## src/rtl/core/clr_pkg.sv

```systemverilog
// shared constants and types of the clipped line rasteriser
package clr_pkg;

    // fixed field widths
    localparam int unsigned CLIP_BITS   = 15;
    localparam int unsigned ORIGIN_BITS = 16;
    localparam int unsigned COLOR_BITS  = 32;
    localparam int unsigned OUT_BITS    = 17;

    // configuration port
    localparam int unsigned DATA_BITS = 32;
    localparam int unsigned ADDR_BITS = 5;
    localparam int unsigned IDX_BITS  = 3;

    // register indexes, byte address is four times the index
    typedef enum logic [IDX_BITS-1:0] {
        REG_CLIP_WIDTH      = 3'd0,
        REG_CLIP_HEIGHT     = 3'd1,
        REG_ORIGIN_X        = 3'd2,
        REG_ORIGIN_Y        = 3'd3,
        REG_OFFSET_ENABLE   = 3'd4,
        REG_TRANSPARENT_KEY = 3'd5
    } reg_index_t;

    // command kinds
    localparam logic KIND_START = 1'b0;
    localparam logic KIND_STEP  = 1'b1;

endpackage

```

## src/rtl/core/clr_cmd_if.sv

```systemverilog
// command channel: line start or single step beats
interface clr_cmd_if #(
    parameter int unsigned COORD_BITS = 16
);
    logic                          valid;
    logic                          ready;
    logic                          kind;
    logic signed [COORD_BITS-1:0]  x_start;
    logic signed [COORD_BITS-1:0]  y_start;
    logic signed [COORD_BITS-1:0]  x_end;
    logic signed [COORD_BITS-1:0]  y_end;
    logic [clr_pkg::COLOR_BITS-1:0] line_color;

    modport source (
        output valid, kind, x_start, y_start, x_end, y_end, line_color,
        input  ready
    );
    modport sink (
        input  valid, kind, x_start, y_start, x_end, y_end, line_color,
        output ready
    );
endinterface

```

## src/rtl/core/clr_pix_if.sv

```systemverilog
// pixel channel: one result beat per command beat
interface clr_pix_if;
    logic                                 valid;
    logic                                 ready;
    logic                                 pixel_valid;
    logic                                 visible;
    logic signed [clr_pkg::OUT_BITS-1:0]  pixel_x;
    logic signed [clr_pkg::OUT_BITS-1:0]  pixel_y;
    logic [clr_pkg::COLOR_BITS-1:0]       pixel_color;
    logic                                 last;

    modport source (
        output valid, pixel_valid, visible, pixel_x, pixel_y, pixel_color, last,
        input  ready
    );
    modport sink (
        input  valid, pixel_valid, visible, pixel_x, pixel_y, pixel_color, last,
        output ready
    );
endinterface

```

## src/rtl/core/clipped_line_rasterizer_core.sv

```systemverilog
// Bresenham line walker with clip test: a start beat loads the endpoints and
// colour and returns the first pixel unless its colour is the transparent key,
// every step of an active line the next pixel; one result beat per command
// beat. A command is accepted every clock while the result register is empty
// or being drained, so the walker sustains one pixel per cycle through the
// single result register after the step and clip logic. Unenforced: the user
// writes the APB-style configuration port only with no line work in flight.
module clipped_line_rasterizer_core #(
    parameter int unsigned COORD_BITS = 16
) (
    input  logic                                clk,
    input  logic                                rst_n,
    // configuration port
    input  logic                                psel,
    input  logic                                penable,
    input  logic                                pwrite,
    input  logic [clr_pkg::ADDR_BITS-1:0]       paddr,
    input  logic [clr_pkg::DATA_BITS-1:0]       pwdata,
    output logic [clr_pkg::DATA_BITS-1:0]       prdata,
    output logic                                pready,
    // channels
    clr_cmd_if.sink                             cmd,
    clr_pix_if.source                           pix
);

    localparam int unsigned C = COORD_BITS;
    localparam int unsigned D = COORD_BITS + 1;
    localparam int unsigned E = COORD_BITS + 3;
    localparam int unsigned S = ((COORD_BITS > clr_pkg::ORIGIN_BITS) ?
                                 COORD_BITS : clr_pkg::ORIGIN_BITS) + 1;
    localparam int unsigned OB = clr_pkg::OUT_BITS;
    localparam int unsigned CB = clr_pkg::CLIP_BITS;
    localparam int unsigned GB = clr_pkg::ORIGIN_BITS;

    // configuration registers
    logic [CB-1:0]                    clip_width_reg;
    logic [CB-1:0]                    clip_height_reg;
    logic [GB-1:0]                    origin_x_reg;
    logic [GB-1:0]                    origin_y_reg;
    logic                             offset_enable_reg;
    logic [clr_pkg::COLOR_BITS-1:0]   transparent_key_reg;

    // line state
    logic                             active_reg;
    logic [C-1:0]                     cur_x_reg;
    logic [C-1:0]                     cur_y_reg;
    logic [C-1:0]                     goal_x_reg;
    logic [C-1:0]                     goal_y_reg;
    logic [D-1:0]                     dx_reg;
    logic [D-1:0]                     dy_reg;
    logic                             step_left_reg;
    logic                             step_up_reg;
    logic [E-1:0]                     err_reg;
    logic [clr_pkg::COLOR_BITS-1:0]   color_reg;

    // result register
    logic                             res_valid_reg;
    logic                             res_pixel_valid_reg;
    logic                             res_visible_reg;
    logic [OB-1:0]                    res_x_reg;
    logic [OB-1:0]                    res_y_reg;
    logic [clr_pkg::COLOR_BITS-1:0]   res_color_reg;
    logic                             res_last_reg;

    // next values
    logic                             res_pixel_valid_next;
    logic                             res_visible_next;
    logic [OB-1:0]                    res_x_next;
    logic [OB-1:0]                    res_y_next;
    logic [clr_pkg::COLOR_BITS-1:0]   res_color_next;
    logic                             res_last_next;
    logic [C-1:0]                     cur_x_next;
    logic [C-1:0]                     cur_y_next;
    logic [E-1:0]                     err_next;

    logic                             cfg_write;
    logic [clr_pkg::IDX_BITS-1:0]     cfg_idx;
    logic                             accept;
    logic                             is_start;
    logic                             transparent;
    logic                             emit;
    logic                             at_goal;

    logic [D-1:0]                     diff_x;
    logic [D-1:0]                     diff_y;
    logic [D-1:0]                     abs_dx;
    logic [D-1:0]                     abs_dy;
    logic [E-1:0]                     err_start;
    logic [E-1:0]                     e2;
    logic [E-1:0]                     dx_e;
    logic [E-1:0]                     dy_e;
    logic                             move_x;
    logic                             move_y;
    logic [C-1:0]                     step_x;
    logic [C-1:0]                     step_y;
    logic [C-1:0]                     pix_x;
    logic [C-1:0]                     pix_y;
    logic [S-1:0]                     x_ext;
    logic [S-1:0]                     y_ext;
    logic [S-1:0]                     sum_x;
    logic [S-1:0]                     sum_y;
    logic                             add_origin;

    // configuration write and read
    assign pready    = 1'b1;
    assign cfg_idx   = paddr[clr_pkg::ADDR_BITS-1:2];
    assign cfg_write = psel && penable && pwrite;

    always_ff @(posedge clk or negedge rst_n)
    begin
        if (!rst_n)
        begin
            clip_width_reg      <= '0;
            clip_height_reg     <= '0;
            origin_x_reg        <= '0;
            origin_y_reg        <= '0;
            offset_enable_reg   <= 1'b0;
            transparent_key_reg <= '0;
        end
        else if (cfg_write)
        begin
            case (cfg_idx)
                clr_pkg::REG_CLIP_WIDTH:      clip_width_reg      <= pwdata[CB-1:0];
                clr_pkg::REG_CLIP_HEIGHT:     clip_height_reg     <= pwdata[CB-1:0];
                clr_pkg::REG_ORIGIN_X:        origin_x_reg        <= pwdata[GB-1:0];
                clr_pkg::REG_ORIGIN_Y:        origin_y_reg        <= pwdata[GB-1:0];
                clr_pkg::REG_OFFSET_ENABLE:   offset_enable_reg   <= pwdata[0];
                clr_pkg::REG_TRANSPARENT_KEY: transparent_key_reg <= pwdata;
                default:                      ;
            endcase
        end
    end

    always_comb
    begin
        case (cfg_idx)
            clr_pkg::REG_CLIP_WIDTH:
                prdata = {{(clr_pkg::DATA_BITS-CB){1'b0}}, clip_width_reg};
            clr_pkg::REG_CLIP_HEIGHT:
                prdata = {{(clr_pkg::DATA_BITS-CB){1'b0}}, clip_height_reg};
            clr_pkg::REG_ORIGIN_X:
                prdata = {{(clr_pkg::DATA_BITS-GB){1'b0}}, origin_x_reg};
            clr_pkg::REG_ORIGIN_Y:
                prdata = {{(clr_pkg::DATA_BITS-GB){1'b0}}, origin_y_reg};
            clr_pkg::REG_OFFSET_ENABLE:
                prdata = {{(clr_pkg::DATA_BITS-1){1'b0}}, offset_enable_reg};
            clr_pkg::REG_TRANSPARENT_KEY:
                prdata = transparent_key_reg;
            default:
                prdata = '0;
        endcase
    end

    // handshake: the result register parts the two sides
    assign cmd.ready = !res_valid_reg || pix.ready;
    assign accept    = cmd.valid && cmd.ready;
    assign is_start  = (cmd.kind == clr_pkg::KIND_START);
    assign transparent = (cmd.line_color == transparent_key_reg);

    // start set-up: absolute deltas and initial error
    assign diff_x = {cmd.x_end[C-1], cmd.x_end} - {cmd.x_start[C-1], cmd.x_start};
    assign diff_y = {cmd.y_end[C-1], cmd.y_end} - {cmd.y_start[C-1], cmd.y_start};
    assign abs_dx = diff_x[D-1] ? (~diff_x + D'(1)) : diff_x;
    assign abs_dy = diff_y[D-1] ? (~diff_y + D'(1)) : diff_y;
    assign err_start = {{(E-D){1'b0}}, abs_dx} - {{(E-D){1'b0}}, abs_dy};

    // one bresenham step from the held state
    assign dx_e   = {{(E-D){1'b0}}, dx_reg};
    assign dy_e   = {{(E-D){1'b0}}, dy_reg};
    assign e2     = {err_reg[E-2:0], 1'b0};
    assign move_x = $signed(e2) > $signed(~dy_e + E'(1));
    assign move_y = $signed(e2) < $signed(dx_e);
    assign step_x = cur_x_reg + (step_left_reg ? {C{1'b1}} : C'(1));
    assign step_y = cur_y_reg + (step_up_reg ? {C{1'b1}} : C'(1));
    assign err_next = err_reg - (move_x ? dy_e : '0) + (move_y ? dx_e : '0);
    assign cur_x_next = move_x ? step_x : cur_x_reg;
    assign cur_y_next = move_y ? step_y : cur_y_reg;

    // pixel of this beat and end-point test
    assign pix_x   = is_start ? cmd.x_start : cur_x_next;
    assign pix_y   = is_start ? cmd.y_start : cur_y_next;
    assign at_goal = is_start ? (cmd.x_start == cmd.x_end && cmd.y_start == cmd.y_end)
                              : (cur_x_next == goal_x_reg && cur_y_next == goal_y_reg);
    assign emit    = is_start ? !transparent : active_reg;

    // clip test and origin offset
    assign x_ext = {{(S-C){pix_x[C-1]}}, pix_x};
    assign y_ext = {{(S-C){pix_y[C-1]}}, pix_y};
    assign res_visible_next = !pix_x[C-1] && !pix_y[C-1]
        && (x_ext < {{(S-CB){1'b0}}, clip_width_reg})
        && (y_ext < {{(S-CB){1'b0}}, clip_height_reg});
    assign add_origin = res_visible_next && offset_enable_reg;
    assign sum_x = x_ext + (add_origin ? {{(S-GB){origin_x_reg[GB-1]}}, origin_x_reg} : '0);
    assign sum_y = y_ext + (add_origin ? {{(S-GB){origin_y_reg[GB-1]}}, origin_y_reg} : '0);

    // result fields, zero when no pixel is produced
    assign res_pixel_valid_next = emit;
    assign res_x_next     = emit ? sum_x[OB-1:0] : '0;
    assign res_y_next     = emit ? sum_y[OB-1:0] : '0;
    assign res_color_next = !emit ? '0 : (is_start ? cmd.line_color : color_reg);
    assign res_last_next  = emit && at_goal;

    // line state update
    always_ff @(posedge clk or negedge rst_n)
    begin
        if (!rst_n)
        begin
            active_reg <= 1'b0;
        end
        else if (accept && emit)
        begin
            active_reg <= !at_goal;
        end
        else if (accept && is_start)
        begin
            active_reg <= 1'b0;
        end
    end

    always_ff @(posedge clk)
    begin
        if (accept && is_start && !transparent)
        begin
            cur_x_reg     <= cmd.x_start;
            cur_y_reg     <= cmd.y_start;
            goal_x_reg    <= cmd.x_end;
            goal_y_reg    <= cmd.y_end;
            dx_reg        <= abs_dx;
            dy_reg        <= abs_dy;
            step_left_reg <= !($signed(cmd.x_start) < $signed(cmd.x_end));
            step_up_reg   <= !($signed(cmd.y_start) < $signed(cmd.y_end));
            err_reg       <= err_start;
            color_reg     <= cmd.line_color;
        end
        else if (accept && !is_start && active_reg)
        begin
            cur_x_reg <= cur_x_next;
            cur_y_reg <= cur_y_next;
            err_reg   <= err_next;
        end
    end

    // result register
    always_ff @(posedge clk or negedge rst_n)
    begin
        if (!rst_n)
        begin
            res_valid_reg <= 1'b0;
        end
        else if (accept)
        begin
            res_valid_reg <= 1'b1;
        end
        else if (pix.ready)
        begin
            res_valid_reg <= 1'b0;
        end
    end

    always_ff @(posedge clk)
    begin
        if (accept)
        begin
            res_pixel_valid_reg <= res_pixel_valid_next;
            res_visible_reg     <= emit && res_visible_next;
            res_x_reg           <= res_x_next;
            res_y_reg           <= res_y_next;
            res_color_reg       <= res_color_next;
            res_last_reg        <= res_last_next;
        end
    end

    // result beat
    assign pix.valid       = res_valid_reg;
    assign pix.pixel_valid = res_pixel_valid_reg;
    assign pix.visible     = res_visible_reg;
    assign pix.pixel_x     = res_x_reg;
    assign pix.pixel_y     = res_y_reg;
    assign pix.pixel_color = res_color_reg;
    assign pix.last        = res_last_reg;

endmodule
```

## src/flat_wrapper.sv

```systemverilog
// flat-port wrapper written by rule: the top's interface ports become plain ports
module clipped_line_rasterizer_core_flat 
#(
    parameter int unsigned COORD_BITS = 16
)
  (clk, rst_n, psel, penable, pwrite, paddr, pwdata, prdata, pready, cmd_valid, cmd_kind, cmd_x_start, cmd_y_start, cmd_x_end, cmd_y_end, cmd_line_color, cmd_ready, pix_valid, pix_pixel_valid, pix_visible, pix_pixel_x, pix_pixel_y, pix_pixel_color, pix_last, pix_ready);
  clr_cmd_if #(.COORD_BITS(COORD_BITS)) cmd_i ();
  clr_pix_if pix_i ();
  input  logic clk;
  input  logic rst_n;
  input  logic psel;
  input  logic penable;
  input  logic pwrite;
  input  logic [clr_pkg::ADDR_BITS-1:0] paddr;
  input  logic [clr_pkg::DATA_BITS-1:0] pwdata;
  output logic [clr_pkg::DATA_BITS-1:0] prdata;
  output logic pready;
  input wire logic [$bits(cmd_i.valid)-1:0] cmd_valid;
  input wire logic [$bits(cmd_i.kind)-1:0] cmd_kind;
  input wire logic [$bits(cmd_i.x_start)-1:0] cmd_x_start;
  input wire logic [$bits(cmd_i.y_start)-1:0] cmd_y_start;
  input wire logic [$bits(cmd_i.x_end)-1:0] cmd_x_end;
  input wire logic [$bits(cmd_i.y_end)-1:0] cmd_y_end;
  input wire logic [$bits(cmd_i.line_color)-1:0] cmd_line_color;
  output wire logic [$bits(cmd_i.ready)-1:0] cmd_ready;
  output wire logic [$bits(pix_i.valid)-1:0] pix_valid;
  output wire logic [$bits(pix_i.pixel_valid)-1:0] pix_pixel_valid;
  output wire logic [$bits(pix_i.visible)-1:0] pix_visible;
  output wire logic [$bits(pix_i.pixel_x)-1:0] pix_pixel_x;
  output wire logic [$bits(pix_i.pixel_y)-1:0] pix_pixel_y;
  output wire logic [$bits(pix_i.pixel_color)-1:0] pix_pixel_color;
  output wire logic [$bits(pix_i.last)-1:0] pix_last;
  input wire logic [$bits(pix_i.ready)-1:0] pix_ready;
  assign cmd_i.valid = cmd_valid;
  assign cmd_i.kind = cmd_kind;
  assign cmd_i.x_start = cmd_x_start;
  assign cmd_i.y_start = cmd_y_start;
  assign cmd_i.x_end = cmd_x_end;
  assign cmd_i.y_end = cmd_y_end;
  assign cmd_i.line_color = cmd_line_color;
  assign cmd_ready = cmd_i.ready;
  assign pix_valid = pix_i.valid;
  assign pix_pixel_valid = pix_i.pixel_valid;
  assign pix_visible = pix_i.visible;
  assign pix_pixel_x = pix_i.pixel_x;
  assign pix_pixel_y = pix_i.pixel_y;
  assign pix_pixel_color = pix_i.pixel_color;
  assign pix_last = pix_i.last;
  assign pix_i.ready = pix_ready;
  clipped_line_rasterizer_core #(.COORD_BITS(COORD_BITS)) u_core (.clk(clk), .rst_n(rst_n), .psel(psel), .penable(penable), .pwrite(pwrite), .paddr(paddr), .pwdata(pwdata), .prdata(prdata), .pready(pready), .cmd(cmd_i), .pix(pix_i));
endmodule
```

## config.mk

```make
export PLATFORM = sky130hd
export DESIGN_NAME = clipped_line_rasterizer_core_flat
export DESIGN_NICKNAME = d
export VERILOG_FILES = /design/src/rtl/core/clr_pkg.sv /design/src/rtl/core/clr_cmd_if.sv /design/src/rtl/core/clr_pix_if.sv /design/src/rtl/core/clipped_line_rasterizer_core.sv /design/src/flat_wrapper.sv
export SDC_FILE = /design/constraint.sdc
export NUM_CORES = 1
export LEC_CHECK = 0
export ABC_AREA = 1
export CORE_ASPECT_RATIO = 1.4
export CORE_UTILIZATION = 45
export DETAILED_ROUTE_END_ITERATION = 12
export DONT_BUFFER_PORTS = 1
export PLACE_DENSITY = 0.62
export REMOVE_ABC_BUFFERS = 1
export SLEW_MARGIN = 20
export SYNTH_ARGS = -nofsm -noshare
export SYNTH_HDL_FRONTEND = slang
export SYNTH_SLANG_ARGS = --single-unit
```

## constraint.sdc

```tcl
create_clock -name clk -period 15.9 [get_ports clk]
set_input_delay 3.18 -clock clk [delete_from_list [all_inputs] [get_ports clk]]
set_output_delay 3.18 -clock clk [all_outputs]
set_load 0.01 [all_outputs]
```

==> results of run 1 <==
## stage by stage
step / hold slack [ps] / power [W] / instance area (um^2) / cells / utilization (%)
floorplan: 449.4 / 0.002912 / 23420 / 2963 / -
global placement: 464.6 / 0.003529 / 24440 / 3685 / 46.86
detailed placement: 466.3 / 0.003592 / 24440 / 3685 / 46.86
CTS: 489.4 / 0.004461 / 25610 / 3747 / 49.11
global route: 498.1 / 0.004823 / 25620 / 3748 / 49.12
finish: 487.2 / 0.004457 / 25620 / 3748 / 49.12
## power breakdown
group	leakage, nW	internal, W	switching, W
Sequential	3.26	0.00110	0.000107
Clock	0.561	0.000485	0.000370
Combinational	8.35	0.000803	0.00160
Total	12.2	0.00238	0.00207
## kinds of logic after synthesis
family                   after synthesis  synth area share (%)
flip-flops                           316                 37.86
buffers and inverters                536                 8.871
AO/OA/AOI/OAI                        548                 12.76
adder cells (fa/ha/maj)              218                 12.23
XOR/XNOR                             132                 4.893
AND/OR/NAND/NOR                     1284                 23.37
other                                  1               0.01577
## layer usage
layer	vias up	routed length, um	GRT usage [%]
li1	10029	-	-
met1	9641	26830	28.51
met2	656	40120	54.06
met3	186	3919	4.071
met4	2	5307	18.03
met5	-	16	0
## critical path: cells and delay by family, from the launching register on
kind                       cells  cell delay [ps]
adders and majority gates      4             1150
AOI/OAI and AO/OA              8             1900
xor gates and xnor gates       1              180
and+or+nand+nor               29             5000
buffers and inverters          1              120
DFF                            1              420
## cell type report
class | count | share of cell area, %
multi-input cells | 2183 | 49.55
flip-flops and latches | 316 | 35.15
inverters | 464 | 6.809
well taps | 707 | 3.453
clock buffers | 38 | 3.380
clock inverters | 24 | 1.197
repair buffers | 15 | 0.4543
diodes | 1 | 0.009769
## Yosys cell counts, drive strengths merged, types with 2 or more instances
master,number,area share (%)
nand2,780,12
a21boi,3,0.095
clkinv,4,0.063
a21oi,212,4.5
o22ai,20,0.53
or2,7,0.18
buf,20,0.72
nand3b,35,1.2
a211oi,8,0.25
fa,24,2.0
a21o,7,0.22
nand3,163,3.6
dfrtp,97,10
nor4,13,0.34
edfxtp,219,28
clkbuf,52,0.82
and2,2,0.053
o21ai,229,4.9
o21a,14,0.44
o221ai,15,0.55
xnor2,31,1.2
o21bai,5,0.16
o31ai,8,0.27
a221oi,5,0.18
nand4,32,0.90
nor3,29,0.68
a31oi,12,0.32
ha,194,10
inv,460,7.3
nor2,219,3.8
o211ai,3,0.095
xor2,101,3.7
## final timing paths
path	from	to	slack, ps	cells past startpoint
min in group asynchronous	rst_n	u_core.transparent_key_reg[24]	2320	0
min reg2reg	u_core.clip_height_reg[8]	u_core.clip_height_reg[8]	490	2
max in group asynchronous	rst_n	u_core.clip_height_reg[2]	13410	0
max	u_core.dy_reg[0]	u_core.pix.pixel_y[13]	6950	43
min	u_core.clip_height_reg[8]	u_core.clip_height_reg[8]	490	2
max reg2reg	u_core.dy_reg[0]	u_core.pix.pixel_y[13]	6950	43
==> flow_summary.ini, run 1 <==
[timing]
rsz0062_at_grt = no
fin_crit_sh_pct = 56.29
tightest_slew_ps = 1141
min_period_ps = 8951
drv_slew = 0
hold_viol_final = 0
setup_slack_ps = 6949
fin_skew_ps = 35.37
setup_viol = 0
fin_setup_tns_ps = 0
maxSlewHeadroom_pct = 23.74
achievable-frequency_mhz = 111.7

[routing]
drt-total-wl_mm = 76.19
drc = 0
avgViaCountPerCell = 5.473
firstDrtPassIters = 5
via_count = 20514
ant_nets = 0
drt_iter0_markers = 1447
wl_per_cell_um = 20.33

[die]
start_util_pct = 45.60
coreArea_um2 = 52150
fp-row-count = 99
fp.dieArea_um2 = 53780
fp.dieW_um = 196.3
io_pins = 245
die_h_um = 274

[clock_tree]
cts.path.max_buffers = 3
cts_max_level = 2
cts_tree = done
path_clk_slew_ps = 70
cts_resized = 0
post-cts-setup-buffer-count = 0
cts-root-buf = clkbuf_16
cts-hold-fix-buffers = 0
clk_latency_ps = 560
cts_buffers = 34
cts_sinks = 316

[global_routing]
first_global_vias = 20574
gr-total-overflow = 0
grt_max_degree = 98
antenna_found_initial = 3
grt_use_total_pct = 28.31
grt_pass1_wl_mm = 115.2

[power]
max-vdd-ir-drop_mv = 0.09565
leakagePower_nw = 12.16
power_density_nw_per_um2 = 174.0

[cells_and_area]
fill_cells = 4962
layout-area-overhead-vs-synth_pct = 7.719
final_cell_mix = nand2_1, inv_1, o21ai_0, edfxtp_1, a21oi_1
regArea_um2 = 9004
final_net_count = 3373
final_common_cell = nand2_1
multiInputGateArea_um2 = 12690
drive_gt1_share_pct = 5.066

[yosys]
synth.distinct_cells = 65
synth_warnings = 0
yosys_most_used_dff = edfxtp_1
synth_seq_cells = 316
synthCells = 3035
synth_edf_count = 219
synth.avg_cell_area_um2 = 7.835
yosysSeqAreaShare_pct = 37.86
synth_area_um2 = 23780
async_reset_ff_share_pct = 30.70

[worst_setup_path]
worstSetupStartpointType = register
worst_path_most_repeated_cell = nand2_1
cpPeakStageDelay_ps = 610
cp_slowest_cell = nand4_4
path_class = register to register
critPathRequiredTime_ps = 16290
path_max_fanout = 32
critPathCaptureType = register
arrival_ps = 9340

[place]
hpwl_mm = 59.77
port_buffers = 0
dp_slack_ps = 6929
place.gp.congestion = 0.9778

[worst_hold_path]
hold_path_class = register to register

[job]
cap_violations = 0

[status]
outcome = finished, final reports clean
No activity file was read; power rests on OpenSTA's default activity.
==> inputs of run 2 (changes only) <==
--- a/config.mk
+++ b/config.mk
@@ -10,7 +10,7 @@
 export CORE_UTILIZATION = 45
 export DETAILED_ROUTE_END_ITERATION = 12
 export DONT_BUFFER_PORTS = 1
-export PLACE_DENSITY = 0.62
+export PLACE_DENSITY = 0.64
 export REMOVE_ABC_BUFFERS = 1
 export SLEW_MARGIN = 20
 export SYNTH_ARGS = -nofsm -noshare
==> constraint.sdc (replaced) <==
create_clock -name clk -period 8.1 [get_ports clk]
set_input_delay 1.62 -clock clk [delete_from_list [all_inputs] [get_ports clk]]
set_output_delay 1.62 -clock clk [all_outputs]
set_load 0.01 [all_outputs]
==> flow_summary.ini, run 2 (same netlist as run 1, synthesis figures left out) <==
[status]
outcome = finished, final reports clean

[clock_tree]
cts_sinks = 316
cts_buffers = 30
cts.path.max_buffers = 3
clk_latency_ps = 610
cts-hold-fix-buffers = 0
cts-root-buf = clkbuf_16
cts_tree = done
cts_max_level = 1
path_clk_slew_ps = 70

[worst_setup_path]
path_max_fanout = 13
cp_slowest_cell = ha_1
regToRegEndpoint = u_core.pix.pixel_x[14]
arrival_ps = 7640
worstSetupStartpointType = register
r2r_start = u_core.dy_reg[0]
path_class = register to register
worst_path_most_repeated_cell = nand2_1
r2r_setup_slack_ps = 780
critPathCaptureType = register
critPathRequiredTime_ps = 8420
cpPeakStageDelay_ps = 420
ff2ff_path_depth = 50

[timing]
rsz0062_at_grt = no
maxSlewHeadroom_pct = 25.49
hold_viol_final = 0
min_period_ps = 7325
achievable-frequency_mhz = 136.5
fin_crit_sh_pct = 90.43
drv_slew = 0
fin_setup_tns_ps = 0
tightest_slew_ps = 1106
setup_viol = 0
fin_skew_ps = 30.03

[cells_and_area]
final_common_cell = nand2_1
fin_util_pct = 49.04
layout-area-overhead-vs-synth_pct = 7.550
final_cell_mix = nand2_1, inv_1, edfxtp_1
final_net_count = 3383
drive_gt1_share_pct = 5.517

[routing]
ant_nets = 0
drc = 0
drt-total-wl_mm = 75.94
wl_per_cell_um = 20.23
via_count = 20467
avgViaCountPerCell = 5.454
firstDrtPassIters = 6
drt_iter0_markers = 1327

[worst_hold_path]
hp-start = u_core.clip_height_reg[14]
hold_path_class = register to register
hold_path_depth = 2
hold-path-endpoint = u_core.clip_height_reg[14]

[global_routing]
grt_max_degree = 168
grt_use_total_pct = 28.05
antenna_found_initial = 2
first_global_vias = 20335
grt_pass1_wl_mm = 114.7
gr-total-overflow = 0

[die]
fp.dieArea_um2 = 53780
io_pins = 245
start_util_pct = 45.60
fp.dieW_um = 196.3
coreArea_um2 = 52150
die_h_um = 274
fp-row-count = 99

[power]
leakagePower_nw = 12.16
power_density_nw_per_um2 = 335.5
max-vdd-ir-drop_mv = 0.2490

[place]
place.gp.congestion = 0.9732
port_buffers = 0
hpwl_mm = 60.20

[job]
cap_violations = 0
-- run 2: area by class of cell --
cell class | instances | area, um^2
fillers | 5045 | 26570
multi-input cells | 2183 | 12740
flip-flops and latches | 316 | 9004
inverters | 464 | 1744
well taps | 707 | 884.6
clock buffers | 38 | 832.0
repair buffers | 29 | 242.7
clock inverters | 15 | 130.1
diodes | 1 | 2.502
-- run 2: stage by stage --
stage / area [um^2] / instances / worst slack (ps) / hold WS (ps) / power (W)
finish: 25580 / 3753 / 775.1 / 486.6 / 0.008581
global placement: 24500 / 3692 / 253.3 / 465.5 / 0.006943
detailed placement: 24500 / 3692 / 95.27 / 473.3 / 0.007085
global route: 25580 / 3753 / 20.30 / 506.4 / 0.009314
floorplan: 23420 / 2963 / -4281 / 449.4 / 0.005716
CTS: 25460 / 3745 / 57.31 / 489.3 / 0.008535
-- run 2: how the worst max path moves through the flow --
stage	from	to	slack [ps]	depth (start not counted)
after global placement	u_core.dy_reg[0]	u_core.pix.pixel_y[16]	250	51
final	u_core.dy_reg[0]	u_core.pix.pixel_x[14]	780	50
after global routing	u_core.dy_reg[0]	u_core.pix.pixel_y[13]	20	44
after detailed placement	u_core.dy_reg[0]	u_core.pix.pixel_y[13]	100	48
after floorplan	cmd_kind	u_core.err_reg[17]	-4280	5
after CTS	u_core.dy_reg[0]	u_core.pix.pixel_x[13]	60	48
-- run 2: worst max-delay path, delay by kind of cell (launching register included) --
family	cells	cell delay, ps
xor+xnor	1	170
simple gates	38	4000
flops	1	380
buf+inv	3	540
fa+ha+maj	5	1540
compound gates	3	380
-- run 2: power breakdown --
| group | switching (W) | internal [W] | total, W |
|---|---|---|---|
| combinational | 0.00316 | 0.00163 | 0.00478 |
| sequential | 0.000213 | 0.00215 | 0.00236 |
| clock | 0.000650 | 0.000785 | 0.00143 |
| total | 0.00402 | 0.00456 | 0.00858 |
-- run 2: metal layers --
metal  vias to the layer above  GRT usage, %  share of wire (%)
met4                         2         17.15                6.9
met3                       192         4.711                5.6
li1                      10037             -                  -
met2                       659         53.81                 53
met5                         -             0              0.014
met1                      9577         27.86                 34
-- run 2: repair_timing --
item                                    in CTS  in global routing
resized for setup                            0                 17
endpoints found under the setup margin       0                 22
setup buffers                                0                  7
